File: src/rtl/mkrs_pkg.sv
`timescale 1ns / 1ps
`default_nettype none
package mkrs_pkg;

  localparam int unsigned WORD_W = 64;
  localparam int unsigned KEY_W  = 48;

  // One record as held in a sorter cell
  typedef struct packed {
    logic              valid;
    logic [WORD_W-1:0] primary;
    logic [WORD_W-1:0] secondary;
  } rec_t;

  // Chain-wide control for the current cycle
  typedef struct packed {
    logic insert;
    logic shift;
  } ctrl_t;

  // True when record a must come strictly after record b
  function automatic logic key_gt(input rec_t a, input rec_t b);
    logic [2*KEY_W-1:0] ka;
    logic [2*KEY_W-1:0] kb;
    ka = {a.primary[KEY_W-1:0], a.secondary[KEY_W-1:0]};
    kb = {b.primary[KEY_W-1:0], b.secondary[KEY_W-1:0]};
    return ka > kb;
  endfunction

endpackage
`default_nettype wire

File: src/rtl/mkrs_cell.sv
`timescale 1ns / 1ps
`default_nettype none
module mkrs_cell (
  input  wire logic          clk_i,
  input  wire logic          rst_ni,
  input  wire mkrs_pkg::ctrl_t ctrl_i,
  input  wire mkrs_pkg::rec_t  new_rec_i,
  input  wire mkrs_pkg::rec_t  left_rec_i,
  input  wire logic          left_gt_i,
  input  wire mkrs_pkg::rec_t  right_rec_i,
  output mkrs_pkg::rec_t     rec_o,
  output logic               gt_o
);

  mkrs_pkg::rec_t rec_q;
  mkrs_pkg::rec_t rec_d;

  // Empty cells count as larger than any record
  assign gt_o = !rec_q.valid || mkrs_pkg::key_gt(rec_q, new_rec_i);

  // Drain toward the output, or make room for the new record
  always_comb begin
    rec_d = rec_q;
    if (ctrl_i.shift) begin
      rec_d = right_rec_i;
    end else if (ctrl_i.insert && gt_o) begin
      rec_d = left_gt_i ? left_rec_i : new_rec_i;
    end
  end

  // Hold the record; reset empties the cell
  always_ff @(posedge clk_i or negedge rst_ni) begin
    if (!rst_ni) begin
      rec_q <= '0;
    end else begin
      rec_q <= rec_d;
    end
  end

  assign rec_o = rec_q;

endmodule
`default_nettype wire

File: config.mk
export PLATFORM = sky130hd
export DESIGN_NAME = mkrs_cell
export DESIGN_NICKNAME = d
export VERILOG_FILES = /design/src/rtl/mkrs_pkg.sv /design/src/rtl/mkrs_cell.sv
export SDC_FILE = /design/constraint.sdc
export NUM_CORES = 1
export LEC_CHECK = 0
export BUFFER_PORTS_ARGS = -buffer_cell sky130_fd_sc_hd__clkbuf_2
export CAP_MARGIN = 20
export CORE_AREA = 2 2 203 205
export CTS_BUF_LIST = sky130_fd_sc_hd__clkbuf_8
export DETAILED_ROUTE_END_ITERATION = 10
export DIE_AREA = 0 0 205 207
export PLACE_DENSITY_LB_ADDON = 0.3
export SLEW_MARGIN = 20
export SYNTH_ARGS = -nofsm -noshare
export SYNTH_HDL_FRONTEND = slang
export SYNTH_SLANG_ARGS = --single-unit
File: constraint.sdc
create_clock -name clk_i -period 4.24 [get_ports clk_i]
set_input_delay 0.848 -clock clk_i [delete_from_list [all_inputs] [get_ports clk_i]]
set_output_delay 0.848 -clock clk_i [all_outputs]
set_load 0.05 [all_outputs]
==> results.md <==
- Worst-skew pair later-pin latency: 0.47 ns
- Largest register FFs: 129
- R2R Setup Slk: 0.91 ns
- Path type of the worst setup path: primary input to output port
- Ratio of cells with drive above 1 in the final layout: 46.6%
- Largest net degree at the start of global routing: 115
- Grt ovf: 0
- Most common cell after layout, fill and taps aside: clkbuf_2
- Synth-to-Final Area Change: 38.8%
- # IOs: 522
- CTS tree: built
- Maxcap violations: 0
- Starting Density: 25.8%
- HP Class: primary input to async pin
- Arr. time, crit path: 3.18 ns
- DR WL/cell: 16.8 um
- Max-slew violation count: 0
- CP endpoint kind: output port
- Max Freq: 248 MHz
- First-pass GRT wire length: 54.2 mm
- Setup TNS: 0 ns
- Crit start category: primary input
- Crit Reg-Reg Endpoint: rec_o[105]
- Post-synth EDFFs: 0
- All-Layer GR Usage: 16.7%
- DR pass1 iterations: 7
- Worst r2r src: rec_o[85]
- I/O Buffers: 521
- Syn Nets: 1553
- Via count: 9627
- Vias in the first global route: 9799
- Crit path time final: 4.02 ns
- Mean Syn Cell Area: 9.77 um2
- Largest family of logic cells by synthesized area: multiplexers
- Synth warnings: 0
- CTS Root Buffer Type: clkbuf_8
- RSZ-0062 raised after global routing: false
- Worst Path Max Fanout: 3
- Endpoints failing setup: 0
- Rows: 74
- Simple-gate share of the synthesized area: 9.44%
- Mapped Area: 10400 um2
- Clk_skew: 0.0179 ns
- Die ar.: 42400 um2
- DRT antenna net count: 0
- Die width: 205 um
- Outcome: completed
- Gpl congestion: 0.857
- Most used flip-flop cell after synthesis: dfrtp_1
- Nets: 2086
- Worst slack, placed: -0.511 ns
- Post-Route WL: 36.0 mm
- Initial drt markers: 314
- Hold Violations, Final: 0
- Worst Tran Pin Value: 0.671 ns
- Max clock buf depth: 2
- CP Data Required Time: 3.39 ns
- PD cells: 364 nW/um2
- Fraction of registers with async set/reset: 100%
- Fin crit share: 94.9%
- Compound-Gate Fraction of Synth Area: 10.9%
- Total CTS buffers: 17
- HPWL after DPL: 29.7 mm
- Mux cell area share after synthesis: 30.5%
- Peak supply drop: 0.163 mV
- Post-synth cell types: 47
- Htree depth: 4
- Die Height: 207 um
- Total power: 5260 uW
- Final worst slack: 0.216 ns
- Rel. slew slack: 55.3%
- Via/cell ratio: 4.49
- Xor/xnor cell area share of the yosys netlist: 0%
- Initial antenna violation count: 1
- FF+latch count, synth: 129
- Most frequent cells in the layout: clkbuf_2 (517), nand2_1 (147), o21ai_0 (138), mux2i_1 (130), dfrtp_1 (129)
- Leak: 0.00813 uW
- Core area: 40400 um2
- ANT cells: 0
- Synth Area in Adders: 11.5%
- Clock-pin slew on the worst setup and hold paths: 0.09 ns
- Sequential share of the synthesized area: 31.0%
- R2R cell count: 12
- Clk sinks: 129
- # DRC: 0
- Post-Synthesis Cells: 1065
[cell families (layout without fill, tap and decap cells)]
group / after synthesis / count (layout)
adders and majority gates: 96 / 96
and+or+nand+nor: 218 / 218
AOI/OAI and AO/OA: 208 / 208
buffers and inverters: 157 / 703
DFF: 129 / 129
muxes: 257 / 257
[worst max-delay path, stage by stage]
cell and delay, ns:
clkbuf_2 0.09, inv_1 0.04, ha_1 0.31, a21oi_1 0.15
o21ai_1 0.11, a221o_1 0.31, o311a_4 0.41, nor4_4 0.33
a21oi_1 0.12, buf_4 0.16, nand2b_4 0.15, buf_12 0.15
[metal layers]
layer / vias up / GRT usage, % / routed length (um)
met5: - / 0 / 13
met4: 2 / 3.99 / 479
met3: 26 / 3.78 / 1900
met2: 298 / 30.3 / 18300
met1: 4467 / 19.7 / 15300
li1: 4834 / - / -
[final cells by class]
class | count | area (um2)
clock inverters | 14 | 91.3
well taps | 532 | 666
clock buffers | 18 | 248
inverters | 100 | 375
fillers | 4205 | 25900
multi-input cells | 779 | 6650
repair buffers | 571 | 3190
flip-flops and latches | 129 | 3230
[through the flow]
stage               hold WS (ns)  cells  utilization, %  area (um2)
floorplan                  0.552   1065               -       10400
global placement           0.494   2107            34.5       13900
detailed placement         0.494   2107            34.5       13900
CTS                        0.339   2141            35.7       14400
global route               0.343   2143            35.8       14400
finish                     0.351   2143            35.8       14400
[how the worst max path moves through the flow]
| stage | cells past startpoint | from | endpoint |
|---|---|---|---|
| after detailed placement | 13 | new_rec_i[85] | gt_o |
| after CTS | 14 | new_rec_i[85] | gt_o |
| final | 12 | new_rec_i[39] | gt_o |
| after floorplan | 9 | new_rec_i[46] | gt_o |
| after global routing | 12 | new_rec_i[46] | gt_o |
| after global placement | 12 | new_rec_i[46] | gt_o |
[cell usage after synthesis, types with 7 or more instances]
library cell  count  area, um2
o21ai_0         139        696
nand3_1          13       65.1
inv_1           100        375
nand2_1         147        552
buf_6            12        135
mux2_2            8       90.1
nand4_1          21        131
a21o_1            7       52.6
a21oi_1          40        200
nor4_1            7       43.8
nor2_1            9       33.8
dfrtp_1         129       3230
mux2_4          119       1790
clkbuf_1         39        146
mux2i_1         130       1300
ha_1             96       1200
[what timing repair did]
| action | CTS | global route |
|---|---|---|
| setup endpoints to repair | 1 | 1 |
| gates resized for setup | 14 | 6 |
| hold buffers | 0 | 0 |
| cloned | 0 | 0 |
| pin swaps | 3 | 6 |
| buffers inserted | 2 | 2 |
[power by group]
| part | internal, uW | leakage, uW | switching [uW] | total, uW |
|---|---|---|---|---|
| Sequential | 1450 | 0.00154 | 197 | 1650 |
| Clock | 415 | 0.000171 | 561 | 976 |
| Combinational | 1020 | 0.00642 | 1630 | 2640 |
Power figures use the tool's default switching activity.
